--- config.mk ---
export PLATFORM = sky130hd
export DESIGN_NAME = fp32_to_fp16_convert_unit
export DESIGN_NICKNAME = d
export VERILOG_FILES = /design/src/hw/rtl/f2h_pkg.sv /design/src/hw/rtl/fp32_to_fp16_convert_unit.sv /design/src/hw/rtl/f2h_decode.sv /design/src/hw/rtl/f2h_shift.sv /design/src/hw/rtl/f2h_round.sv
export SDC_FILE = /design/constraint.sdc
export NUM_CORES = 1
export LEC_CHECK = 0
export ABC_AREA = 1
export BUFFER_PORTS_ARGS = -buffer_cell sky130_fd_sc_hd__buf_2
export CAP_MARGIN = 15
export CORE_ASPECT_RATIO = 2
export CORE_MARGIN = 5
export CORE_UTILIZATION = 30
export CTS_BUF_LIST = sky130_fd_sc_hd__clkbuf_8
export DETAILED_ROUTE_END_ITERATION = 16
export HOLD_SLACK_MARGIN = 0.05
export MAX_ROUTING_LAYER = met4
export PLACE_DENSITY = 0.56
export SLEW_MARGIN = 20
export SYNTH_ARGS = -nofsm -noshare
export SYNTH_HDL_FRONTEND = slang
export SYNTH_SLANG_ARGS = --single-unit
--- constraint.sdc ---
create_clock -name clk -period 4.1 [get_ports clk]
set_clock_uncertainty 0.1 [all_clocks]
set_input_delay 0.205 -clock clk [delete_from_list [all_inputs] [get_ports clk]]
set_output_delay 0.205 -clock clk [all_outputs]
set_load 0.01 [all_outputs]
--- src/hw/rtl/f2h_pkg.sv ---
// Package: shared types and constants for the single-to-half converter.
`timescale 1ns / 1ps
package f2h_pkg;
  localparam logic [15:0] HALF_INF  = 16'h7C00;
  localparam logic [15:0] HALF_QNAN = 16'h7E00;

  // Decode stage result handed to the shift stage.
  typedef struct packed {
    logic        sign;
    logic        special;   // magnitude fixed: inf or nan
    logic [14:0] fixed_mag;
    logic        normal;
    logic [14:0] q_norm;    // exponent and top mantissa bits
    logic [12:0] rem_norm;
    logic [23:0] sig;       // significand for the subnormal path
    logic [4:0]  shamt;     // 14..25 on the subnormal path
    logic        last;
  } f2h_dec_t;

  // Shift stage result handed to the rounding stage.
  typedef struct packed {
    logic        sign;
    logic        special;
    logic [14:0] fixed_mag;
    logic [14:0] q;
    logic        rnd;       // bit just below q
    logic        sticky;    // any bit below rnd
    logic        last;
  } f2h_sh_t;
endpackage

--- src/hw/rtl/fp32_to_fp16_convert_unit.sv ---
// Top level: pipelined binary32 to binary16 converter, round to nearest even.
//
//  channel | dir | tdata                   | tlast
//  in_     | in  | [31:0] single_bits      | last_in
//  out_    | out | [15:0] half_bits        | last_out
//
// Three register stages (decode, shift, round); one transaction per cycle
// sustained while out_tready stays high.
// Reset clears stage valid bits only; payload registers are not reset.
// A stall holds each full stage with no empty stage after it; a stage advances when the one after it
// is empty or moving, so nothing is dropped or repeated.
`timescale 1ns / 1ps
module fp32_to_fp16_convert_unit import f2h_pkg::*; (
  input  logic        clk,
  input  logic        rst_n,
  input  logic        in_tvalid,
  output logic        in_tready,
  input  logic [31:0] in_tdata,   // [31:0] single_bits
  input  logic        in_tlast,   // last_in
  output logic        out_tvalid,
  input  logic        out_tready,
  output logic [15:0] out_tdata,  // [15:0] half_bits
  output logic        out_tlast   // last_out
);
  f2h_dec_t dec_w, dec_r;
  f2h_sh_t  sh_w, sh_r;
  logic [15:0] half_w, half_r;
  logic last_r;
  logic v1_r, v2_r, v3_r;
  logic go1, go2, go3;

  f2h_decode u_dec (.single_bits(in_tdata), .last_in(in_tlast), .dec(dec_w));
  f2h_shift  u_sh  (.dec(dec_r), .sh(sh_w));
  f2h_round  u_rnd (.sh(sh_r), .half_bits(half_w));

  // Advance a stage when its downstream slot frees up.
  assign go3 = !v3_r || out_tready;
  assign go2 = !v2_r || go3;
  assign go1 = !v1_r || go2;
  assign in_tready = go1;

  always_ff @(posedge clk) begin
    if (!rst_n) begin
      v1_r <= 1'b0;
      v2_r <= 1'b0;
      v3_r <= 1'b0;
    end else begin
      if (go1) v1_r <= in_tvalid;
      if (go2) v2_r <= v1_r;
      if (go3) v3_r <= v2_r;
    end
  end

  always_ff @(posedge clk) begin
    if (go1) dec_r <= dec_w;
    if (go2) sh_r <= sh_w;
    if (go3) begin
      half_r <= half_w;
      last_r <= sh_r.last;
    end
  end

  assign out_tvalid = v3_r;
  assign out_tdata  = half_r;
  assign out_tlast  = last_r;
endmodule

--- src/hw/rtl/f2h_decode.sv ---
// Decode stage: split fields and classify the binary32 input.
`timescale 1ns / 1ps
module f2h_decode import f2h_pkg::*; (
  input  logic [31:0] single_bits,
  input  logic        last_in,
  output f2h_dec_t    dec
);
  logic [7:0] e;
  logic [22:0] m;
  always_comb begin
    e = single_bits[30:23];
    m = single_bits[22:0];
    dec = '0;
    dec.sign = single_bits[31];
    dec.last = last_in;
    dec.sig = (e != 8'd0) ? {1'b1, m} : {1'b0, m};
    dec.shamt = (e >= 8'd101) ? 5'(8'd126 - e) : 5'd25;
    dec.q_norm = {5'(e - 8'd112), m[22:13]};
    dec.rem_norm = m[12:0];
    if (e == 8'hFF) begin
      dec.special = 1'b1;
      dec.fixed_mag = (m != 23'd0) ? HALF_QNAN[14:0] : HALF_INF[14:0];
    end else if (e >= 8'd143) begin
      dec.special = 1'b1;
      dec.fixed_mag = HALF_INF[14:0];
    end else begin
      dec.normal = (e >= 8'd113);
    end
  end
endmodule

--- src/hw/rtl/f2h_shift.sv ---
// Shift stage: align significand and form round and sticky bits.
`timescale 1ns / 1ps
module f2h_shift import f2h_pkg::*; (
  input  f2h_dec_t dec,
  output f2h_sh_t  sh
);
  logic [49:0] wide;
  always_comb begin
    wide = {dec.sig, 26'd0} >> dec.shamt;
    sh.sign = dec.sign;
    sh.special = dec.special;
    sh.fixed_mag = dec.fixed_mag;
    sh.last = dec.last;
    if (dec.normal) begin
      sh.q = dec.q_norm;
      sh.rnd = dec.rem_norm[12];
      sh.sticky = |dec.rem_norm[11:0];
    end else begin
      sh.q = {5'd0, wide[35:26]};
      sh.rnd = wide[25];
      sh.sticky = |wide[24:0];
    end
  end
endmodule

--- src/hw/rtl/f2h_round.sv ---
// Round stage: nearest-even increment, overflow clamp, special select.
`timescale 1ns / 1ps
module f2h_round import f2h_pkg::*; (
  input  f2h_sh_t     sh,
  output logic [15:0] half_bits
);
  logic [14:0] mag;
  always_comb begin
    mag = sh.q + 15'(sh.rnd & (sh.sticky | sh.q[0]));
    if (mag > HALF_INF[14:0]) mag = HALF_INF[14:0];
    if (sh.special) mag = sh.fixed_mag;
    half_bits = {sh.sign, mag};
  end
endmodule

==> metrics.txt, run 1 <==
Yosys Warn Count=0; Clk pwr share=32.1%; vias in the first global route=4273; RSZ-0062 raised after global routing=false; dominant cell type by area after synthesis=edfxtp_1; Worst path max stage delay=0.93 ns; setup violators final=0; Critical Path RT=4.11 ns; Worst Path Arrival=2.94 ns; Clk Latency, worst-skew pair=0.35 ns; pins over their slew limit=0; crit-path leading delay family=simple AND/OR/NAND/NOR gates; Pre-Repair DR Iteration Count=4; CP max-delay cell=edfxtp_1; IO Count=56; register area share after synthesis=49.0%; worst r2r path cells=13; synth top area cells=edfxtp_1, nand2_1, nand3_1, inv_1, nor2_1; Die Wd=99.8 µm; Yosys top cell area share=47.8%; sw frac=28.6%; initial antenna violation count=0; RD Place Congestion=0.942; final worst-path cycle share=71.4%; Hold EP=dec_r[57]; maximum VDD drop=0.160 mV; Worst Setup Path Type=reg -> reg; total power=2.15 mW; slew at the pin closest to its max-slew limit=1.11 ns; post_cts resized=0; run status=finished clean; Layout Cells excl Fill=850; layout cell share with drive strength beyond 1=17.4%; setup_tns=0 ns; Total Routing Usage GR=14.0%; post-synthesis cell count=565; Reg power frac=47.4%; Int Power=1.54 mW; f_max=341 MHz; Seq cells post-synth=80; EDFF count, synth=77; post-synthesis async set-or-reset flop share=0%; reg-to-reg endpoint=sh_r[1]; first-pass GRT wire length=20400 µm; pwr/cell area=371 nW/µm²; WP buf/inv=2; worst reg-to-reg setup slack=1.17 ns; postcts setup bufs=0; die height=190 µm; Syn-to-layout area delta=19.6%; DR iter-0 viols=123; Hold Violations, Final=0; area of the mapped netlist=4840 µm²; via count=4148; count leader, synth=nand2_1; ant diodes=0; FF-to-FF Start=dec_r[1]; placed instance count=802; initial core utilization=30.5%; Main synth FF type=edfxtp_1; WL/cell=14.7 µm; DRC=0; FP Rows=65; Worst setup SP type=flip-flop; Worst Hold Path Cells=2; Port Buffer Count=55; Mapped Avg Cell Area=8.57 µm²; CTS buffer count=9; minimum clock period=2.93 ns; commonest cells in the netlist=nand2_1, nand3_1, edfxtp_1; hold_buf cts=32; clk slew on worst S/H paths=0.08 ns; post-synthesis net count=608; via density per instance=4.88; Final ANT Viol Nets=0; die area=18900 µm²; Slew headroom=25.7%; nets@finish=687; total routed wirelength=12500 µm; Comb power frac=20.4%; Critical Path Fanout Max=27; Worst setup EP type=flip-flop; number of H-tree levels=3; largest net degree at the start of global routing=42; min-delay worst type=in -> reg; P_sw=615 µW; Max Root-Sink Buffers=2; CP cell instances=inv_4 > nand2_1 > nand3_1 > nand3_1 > nand3_1 > nand2_1 > nand2_1 > a21oi_2 > nand3_1 > nand2_1 > nand3_1 > nand2_1 > inv_1; clk sinks=80; global route total overflow=0; hold_sp=in_tdata[27]; Max-Cap Viols=0; Core ar.=15900 µm²; leakage power=2.59 nW; CTS tree=built; HPWL Detailed=10000 µm; Unique masters post-synth=41; root buf cell=clkbuf_8
## how the worst max path moves through the flow
stage / start / to / depth (start not counted)
floorplan: out_tvalid / dec_r[0] / 3
global placement: dec_r[1] / sh_r[1] / 13
detailed placement: dec_r[1] / sh_r[1] / 13
CTS: dec_r[1] / sh_r[1] / 13
global route: dec_r[1] / sh_r[1] / 13
finish: dec_r[1] / sh_r[1] / 13
## power by group through the flow
stage / Combinational, mW / Sequential (mW) / Clock (mW)
floorplan: 0.308 / 1.02 / 0
global placement: 0.415 / 1.04 / 0
detailed placement: 0.416 / 1.04 / 0
CTS: 0.440 / 1.02 / 0.714
global route: 0.494 / 1.03 / 0.740
finish: 0.439 / 1.02 / 0.691
## logic make-up (layout without fill, tap and decap cells)
family	Yosys count	after routing	share of synthesized area, %
simple gates	358	358	34.9
flops	80	80	49.0
compound gates	34	34	4.86
buf+inv	76	160	7.65
fa+ha+maj	6	6	1.55
xor+xnor	11	11	1.99
## state kept, by name, summed over array words and instances (netlist names)
name,cells
out_tvalid,1
out_tdata,16
v2_r,1
dec_r,39
v1_r,1
out_tlast,1
sh_r,21
## through the flow
| stage | setup slack, ns | area, µm² | hold WS (ns) | utilization (%) |
|---|---|---|---|---|
| finish | 1.17 | 5790 | 0.0733 | 36.5 |
| global route | 0.938 | 5790 | 0.0625 | 36.5 |
| CTS | 1.20 | 5790 | 0.0511 | 36.5 |
| detailed placement | 1.21 | 5230 | 0.284 | 33.0 |
| global placement | 1.23 | 5230 | 0.284 | 33.0 |
| floorplan | 1.71 | 4840 | 0.204 | - |
## placed cells by master, fill, tap and decap left out, types with 3 or more instances in the layout
cell and n:
xor2_1 8, nand4_1 12, nor3_1 4, nand2_2 11, nand2_4 4, buf_2 55, ha_1 6, nor2_1 37
clkbuf_8 9, o21ai_2 5, o21ai_0 5, dlygate4sd3_1 32, a31oi_1 3, dfxtp_1 3, bufinv_16 3, o221ai_1 8
nand2_1 152, nor4_1 9, nand3_2 11, inv_1 51, xnor2_1 3, nand3_1 108, a21oi_1 7, edfxtp_1 77
or2_2 3
## layer usage
| metal | track usage (%) | vias up | wire length [µm] |
|---|---|---|---|
| li1 | - | 2096 | - |
| met1 | 12.3 | 1932 | 4180 |
| met2 | 27.1 | 94 | 7410 |
| met3 | 1.80 | 26 | 385 |
| met4 | 8.31 | 0 | 512 |
| met5 | - | - | 0 |
## worst register-to-register path, cell delays in order, from the launching register on
cell,delay (ns)
edfxtp_1,0.93
inv_4,0.32
nand2_1,0.18
nand3_1,0.15
nand3_1,0.21
nand3_1,0.16
nand2_1,0.14
nand2_1,0.09
a21oi_2,0.11
nand3_1,0.08
nand2_1,0.07
nand3_1,0.07
nand2_1,0.06
inv_1,0.04
## cell type report
cell class                      count  area [µm²]
Fill cell                        1618       10100
Sequential cell                    80        2370
Multi-Input combinational cell    409        2100
Timing Repair Buffer               89         611
Tap cell                          201         251
Inverter                           55         214
Clock buffer                        9         124
Clock inverter                      7         119
Power figures use the tool's default switching activity.
==> inputs of run 2 (changes only) <==
--- a/config.mk
+++ b/config.mk
@@ -5,7 +5,7 @@
 export SDC_FILE = /design/constraint.sdc
 export NUM_CORES = 1
 export LEC_CHECK = 0
-export ABC_AREA = 1
+export ABC_AREA = 0
 export BUFFER_PORTS_ARGS = -buffer_cell sky130_fd_sc_hd__buf_2
 export CAP_MARGIN = 15
 export CORE_ASPECT_RATIO = 2
@@ -15,7 +15,7 @@
 export DETAILED_ROUTE_END_ITERATION = 16
 export HOLD_SLACK_MARGIN = 0.05
 export MAX_ROUTING_LAYER = met4
-export PLACE_DENSITY = 0.56
+export PLACE_DENSITY = 0.57
 export SLEW_MARGIN = 20
 export SYNTH_ARGS = -nofsm -noshare
 export SYNTH_HDL_FRONTEND = slang
==> constraint.sdc (replaced) <==
create_clock -name clk -period 2.65 [get_ports clk]
set_clock_uncertainty 0.1 [all_clocks]
set_input_delay 0.1325 -clock clk [delete_from_list [all_inputs] [get_ports clk]]
set_output_delay 0.1325 -clock clk [all_outputs]
set_load 0.01 [all_outputs]
==> run 2 against run 1 <==
Global-route usage grew 0.30 points. Setup slack got worse by 1.2 ns. Final area is 7.3% higher. Utilization rose by 4.1 points. Final cell count down 15%. Largest cell class unchanged. Hold slack better by 0.013 ns. Sequential cell count stayed put. Count of clock-buffer cells in the layout is the same. Register-to-register slack worse by 1.2 ns. Critical path depth down 4. Via count is 11% lower.
==> metrics.txt, run 2 <==
nets@finish=560 (-18%); post-synthesis async set-or-reset flop share=0% (unchanged); Hold Violations, Final=0 (unchanged); ant diodes=0 (unchanged); DRC=0 (unchanged); WP buf/inv=3 (+1); reg-to-reg endpoint=sh_r[1]; DR iter-0 viols=112 (-8.9%); Yosys top cell area share=49.4% (+1.6 points); Syn-to-layout area delta=32.8%; Port Buffer Count=55 (unchanged); worst reg-to-reg setup slack=0.02 ns (-1.15 ns); min-delay worst type=in -> reg; Slew headroom=40.3% (+15 points); RD Place Congestion=1.02 (+8.4%); Int Power=2.48 mW (+61%); area of the mapped netlist=4680 µm² (-3.3%); largest net degree at the start of global routing=24 (-43%); slew at the pin closest to its max-slew limit=0.893 ns (-0.221 ns); Max Root-Sink Buffers=2 (unchanged); via count=3674 (-11%); synth top area cells=edfxtp_1, mux4_2, mux2i_1, mux2_2, nand2_1; FP Rows=64 (-1.5%); FF-to-FF Start=dec_r[1]; vias in the first global route=3901 (-8.7%); Die Wd=98.3 µm (-1.5%); setup violators final=0 (unchanged); layout cell share with drive strength beyond 1=35.1% (+18 points); post-synthesis cell count=384 (-32%); minimum clock period=2.63 ns (-0.296 ns); number of H-tree levels=3 (unchanged); maximum VDD drop=0.327 mV (+100%); Seq cells post-synth=80 (unchanged); post-synthesis net count=427 (-30%); Crit. Startpoint=dec_r[1]; run status=finished clean; Worst Setup Path Type=reg -> reg; Reg power frac=46.0% (-1.4 points); Largest register FFs=39 (unchanged); sw frac=28.2% (-0.35 points); Final ANT Viol Nets=0 (unchanged); initial core utilization=30.6% (+0.071 points); pins over their slew limit=0 (unchanged); initial antenna violation count=0 (unchanged); first-pass GRT wire length=20000 µm (-1.6%); Worst path max stage delay=0.52 ns (-0.41 ns); crit-path leading delay family=multiplexers; Total Routing Usage GR=14.3% (+0.30 points); commonest cells in the netlist=edfxtp_1, nand2_1, mux2i_1; Core ar.=15300 µm² (-3.6%); Mapped Avg Cell Area=12.2 µm² (+42%); via density per instance=5.10 (+4.6%); pwr/cell area=555 nW/µm² (+50%); final worst-path cycle share=99.3% (+28 points); Clk Latency, worst-skew pair=0.36 ns (about the same); dominant cell type by area after synthesis=edfxtp_1; CTS tree=built; Setup crit end=sh_r[1]; Main synth FF type=edfxtp_1; Comb power frac=24.2% (+3.8 points); CP max-delay cell=mux4_2; CP cell instances=buf_12 > buf_4 > mux4_2 > mux2_2 > inv_1 > and4_1 > a41o_1 > a41oi_1 > o21a_1; global route total overflow=0 (unchanged); Clk pwr share=29.8% (-2.3 points); Yosys Warn Count=0 (unchanged); setup ws final=0.0172 ns (-1.15 ns); P_sw=974 µW (+58%); leakage power=2.50 nW (-3.2%); most flop-heavy register=dec_r; Max-Cap Viols=0 (unchanged); clk slew on worst S/H paths=0.08 ns (about the same); Pre-Repair DR Iteration Count=4 (unchanged); IO Count=56 (unchanged); Worst setup SP type=flip-flop; register area share after synthesis=50.7% (+1.7 points); commonest non-fill, non-tap cell in the layout=edfxtp_1; dpl ws=-0.0963 ns (-1.30 ns); root buf cell=clkbuf_8; total routed wirelength=12500 µm (+0.22%); f_max=380 MHz (+11%); HPWL Detailed=9870 µm (-1.5%); EDFF count, synth=77 (unchanged); die height=187 µm (-1.6%); clk sinks=80 (unchanged); Worst setup EP type=flip-flop; WHS=0.0859 ns (+0.0126 ns); die area=18300 µm² (-3.1%); RSZ-0062 raised after global routing=true; Unique masters post-synth=61 (+49%); CTS buffer count=9 (unchanged); count leader, synth=edfxtp_1; WL/cell=17.4 µm (+18%); Critical Path Stages=9 (-4); Worst Path Arrival=2.65 ns (-0.29 ns); Critical Path RT=2.67 ns (-1.44 ns); most frequent cells in the layout=edfxtp_1, buf_2, buf_4, dlygate4sd3_1, nand2_1; Critical Path Fanout Max=17 (-37%); worst r2r path cells=9 (-4)
run 2: timing repair:
| action | CTS | global route |
|---|---|---|
| resized for setup | 4 | 16 |
| hold buffers | 36 | 0 |
| buffers inserted | 2 | 2 |
| cloned | 0 | 0 |
| endpoints found under the hold margin | 35 | 0 |
| pin swaps | 0 | 4 |
| endpoints found under the setup margin | 11 | 15 |
run 2: how the worst min path moves through the flow:
stage,to,cells past startpoint,from
5_1_grt,dec_r[58],2,in_tdata[30]
3_5_place_dp,dec_r[75],1,in_tdata[31]
2_1_floorplan,dec_r[0],0,in_tlast
3_3_place_gp,dec_r[75],1,in_tdata[31]
4_1_cts,dec_r[58],2,in_tdata[30]
6_report,dec_r[58],2,in_tdata[30]
run 2: power groups by stage:
stage / clock (mW) / sequential (mW) / combinational, mW
2_1_floorplan: 0 / 1.60 / 0.438
3_3_place_gp: 0 / 1.61 / 0.747
3_5_place_dp: 0 / 1.61 / 0.746
4_1_cts: 1.06 / 1.58 / 0.802
5_1_grt: 1.11 / 1.60 / 0.904
6_report: 1.03 / 1.59 / 0.836
run 2: stage by stage:
step           power [mW]  TNS, ns  utilization (%)  instance area, µm²  cells
6_report             3.45        0             40.6                6210    720
5_1_grt              3.62   -0.267             40.6                6210    720
4_1_cts              3.45        0             40.0                6120    718
2_1_floorplan        2.03        0                -                4680    384
3_3_place_gp         2.36   -0.791             36.0                5500    664
3_5_place_dp         2.36   -0.589             36.0                5500    664
run 2: logic make-up (layout without fill, tap and decap cells):
| logic type | after synthesis | in the layout | synth area share, % |
|---|---|---|---|
| AOI/OAI and AO/OA | 59 | 59 | 9.12 |
| xor gates and xnor gates | 16 | 16 | 2.99 |
| adders and majority gates | 6 | 6 | 1.60 |
| buffers and inverters | 36 | 174 | 3.56 |
| DFF | 80 | 80 | 50.7 |
| muxes | 57 | 57 | 17.3 |
| and+or+nand+nor | 130 | 130 | 14.7 |
run 2: layout make-up:
class | count | area, µm²
Clock inverter | 7 | 106
Timing Repair Buffer | 144 | 1070
Fill cell | 1494 | 9080
Multi-Input combinational cell | 268 | 2230
Tap cell | 198 | 248
Sequential cell | 80 | 2370
Inverter | 14 | 52.6
Clock buffer | 9 | 124
run 2: per-layer routing:
layer / global-route usage, % / vias up / part of all wire, %
li1: - / 1745 / -
met1: 11.7 / 1811 / 30
met2: 29.2 / 84 / 62
met3: 2.77 / 34 / 3.4
met4: 6.10 / 0 / 4.4
met5: - / - / 0
==> inputs of run 3 (changes only) <==
--- a/config.mk
+++ b/config.mk
@@ -15,7 +15,7 @@
 export DETAILED_ROUTE_END_ITERATION = 16
 export HOLD_SLACK_MARGIN = 0.05
 export MAX_ROUTING_LAYER = met4
-export PLACE_DENSITY = 0.57
+export PLACE_DENSITY = 0.56
 export SLEW_MARGIN = 20
 export SYNTH_ARGS = -nofsm -noshare
 export SYNTH_HDL_FRONTEND = slang
==> constraint.sdc (replaced) <==
create_clock -name clk -period 2.5 [get_ports clk]
set_clock_uncertainty 0.1 [all_clocks]
set_input_delay 0.125 -clock clk [delete_from_list [all_inputs] [get_ports clk]]
set_output_delay 0.125 -clock clk [all_outputs]
set_load 0.01 [all_outputs]
==> run 3 against run 2 <==
The flow now finishes with violations (setup timing). Combinational power increased by 23%. Largest power group unchanged. First-iteration DRC count is 77% higher. Global-route usage is 0.27 points higher. Non-clock buffer count rose by 28. Utilization up 2.2 points.
==> metrics.txt, run 3 (synthesis results as in run 2) <==
HPWL Detailed=10200 µm (+3.2%); Hold Violations, Final=0 (unchanged); root buf cell=clkbuf_8; final worst-path cycle share=106% (+6.6 points); Worst setup SP type=flip-flop; nets@finish=588 (+5.0%); maximum VDD drop=0.308 mV (-5.6%); Port Buffer Count=55 (unchanged); initial antenna violation count=0 (unchanged); Final ANT Viol Nets=0 (unchanged); run status=finished with violations; clk sinks=80 (unchanged); RSZ-0062 raised after global routing=true; Total Routing Usage GR=14.5% (+0.27 points); Max-Cap Viols=0 (unchanged); number of H-tree levels=3 (unchanged); IO Count=56 (unchanged); CTS buffer count=9 (unchanged); commonest non-fill, non-tap cell in the layout=edfxtp_1; largest net degree at the start of global routing=27 (+13%); clk slew on worst S/H paths=0.09 ns (about the same); Syn-to-layout area delta=40.0%; Die Wd=98.3 µm (unchanged); layout cell share with drive strength beyond 1=41.1% (+6.0 points); leakage power=2.66 nW (+6.2%); RD Place Congestion=0.967 (-5.3%); Critical Path RT=2.52 ns (-0.15 ns); failing checks=setup timing; Max Root-Sink Buffers=2 (unchanged); post-route cell area=6550 µm² (+5.5%); pwr/cell area=566 nW/µm² (+1.9%); minimum clock period=2.65 ns (+0.0166 ns); via density per instance=5.15 (+0.84%); setup ws final=-0.149 ns (-0.167 ns); via count=3849 (+4.8%); Worst Setup Path Type=reg -> reg; Critical Path Fanout Max=3 (-14); pins over their slew limit=0 (unchanged); placed cell area=5630 µm² (+2.4%); dpl ws=-0.240 ns (-0.143 ns); most flop-heavy register=dec_r; DR iter-0 viols=198 (+77%); worst r2r path cells=9 (unchanged); most frequent cells in the layout=edfxtp_1, buf_4, buf_2, dlygate4sd3_1, nand2_1; f_max=377 MHz (-0.63%); ant diodes=0 (unchanged); DRC=0 (unchanged); min-delay worst type=in -> reg; hold_sp=out_tready; setup violators final=14 (+14); initial core utilization=30.6% (unchanged); Worst Hold Path Cells=4 (+2); first-pass GRT wire length=20300 µm (+1.5%); die height=187 µm (unchanged); Slew headroom=54.3% (+14 points); WHS=0.0750 ns (-0.0109 ns); slew at the pin closest to its max-slew limit=0.685 ns (-0.208 ns); die area=18300 µm² (unchanged); Crit. Startpoint=sh_r[2]; FP Rows=64 (unchanged); global route total overflow=0 (unchanged); total routed wirelength=13200 µm (+5.6%); Worst setup EP type=flip-flop; Clk Latency, worst-skew pair=0.36 ns (about the same); Worst Path Arrival=2.67 ns (+0.02 ns); FF-to-FF Start=sh_r[2]; Largest register FFs=39 (unchanged); total power=3.71 mW (+7.5%); Pre-Repair DR Iteration Count=4 (unchanged); CTS tree=built; Core ar.=15300 µm² (unchanged); WL/cell=17.7 µm (+1.7%); vias in the first global route=4062 (+4.1%)
run 3: changes by cell type in the layout (fill, tap and decap cells not counted), moves of 2 or more:
cell / delta
buf_6: +8
nand3_2: -2
mux2i_1: -3
mux2_2: -5
mux2_4: +5
nand2_1: -3
o21ai_1: +2
o21ai_0: -2
clkbuf_16: +2
buf_4: +18
nor2_1: -2
nor2_2: +2
mux2i_2: +2
nand2_2: +3
run 3: what timing repair did:
| item | in CTS | in global routing |
|---|---|---|
| pin swaps | 6 | 6 |
| hold buffers | 37 | 0 |
| resized for setup | 19 | 35 |
| buffers inserted | 3 | 8 |
| endpoints found under the hold margin | 37 | 0 |
| endpoints found under the setup margin | 14 | 18 |
| cloned | 0 | 2 |
run 3: layer usage:
metal / GRT usage (%) / part of all wire, % / vias to the layer above
met3: 2.32 / 3.9 / 59
met4: 8.84 / 7.6 / 0
met5: - / 0 / -
met2: 28.8 / 58 / 137
met1: 11.9 / 30 / 1854
li1: - / - / 1799
run 3: layout make-up:
cell class,count,area [µm²]
multi-input combinational,268,2330
tap,198,248
clock inverter,7,83.8
sequential,80,2370
timing repair buffer,172,1340
fill,1414,8740
inverter,14,52.6
clock buffer,9,124
run 3: final timing paths:
| kind | end | slack (ns) |
|---|---|---|
| max | out_tdata[12] | -0.15 |
| min | v2_r | 0.08 |
| max reg2reg | out_tdata[12] | -0.15 |
| min reg2reg | sh_r[27] | 0.32 |
run 3: critical path: stages (launching register included):
cell      delay (ns)
edfxtp_1        0.39
buf_6           0.13
nand3_4         0.08
or4_4           0.52
or3b_4          0.39
a211oi_2        0.22
o2111a_1        0.22
o41ai_2         0.08
buf_4           0.16
nand2b_4        0.12
run 3: power by group:
| part | internal (mW) | total [mW] | switching, mW |
|---|---|---|---|
| sequential | 1.59 | 1.69 | 0.0979 |
| combinational | 0.548 | 1.03 | 0.478 |
| clock | 0.482 | 0.998 | 0.516 |
| total | 2.62 | 3.71 | 1.09 |
run 3: through the flow:
| step | setup TNS, ns | utilization [%] | std cells |
|---|---|---|---|
| floorplan | -0.0590 | - | 384 |
| global placement | -1.55 | 36.8 | 683 |
| detailed placement | -2.61 | 36.8 | 683 |
| CTS | -0.573 | 41.3 | 739 |
| global route | -2.61 | 42.8 | 748 |
| finish | -0.779 | 42.8 | 748 |
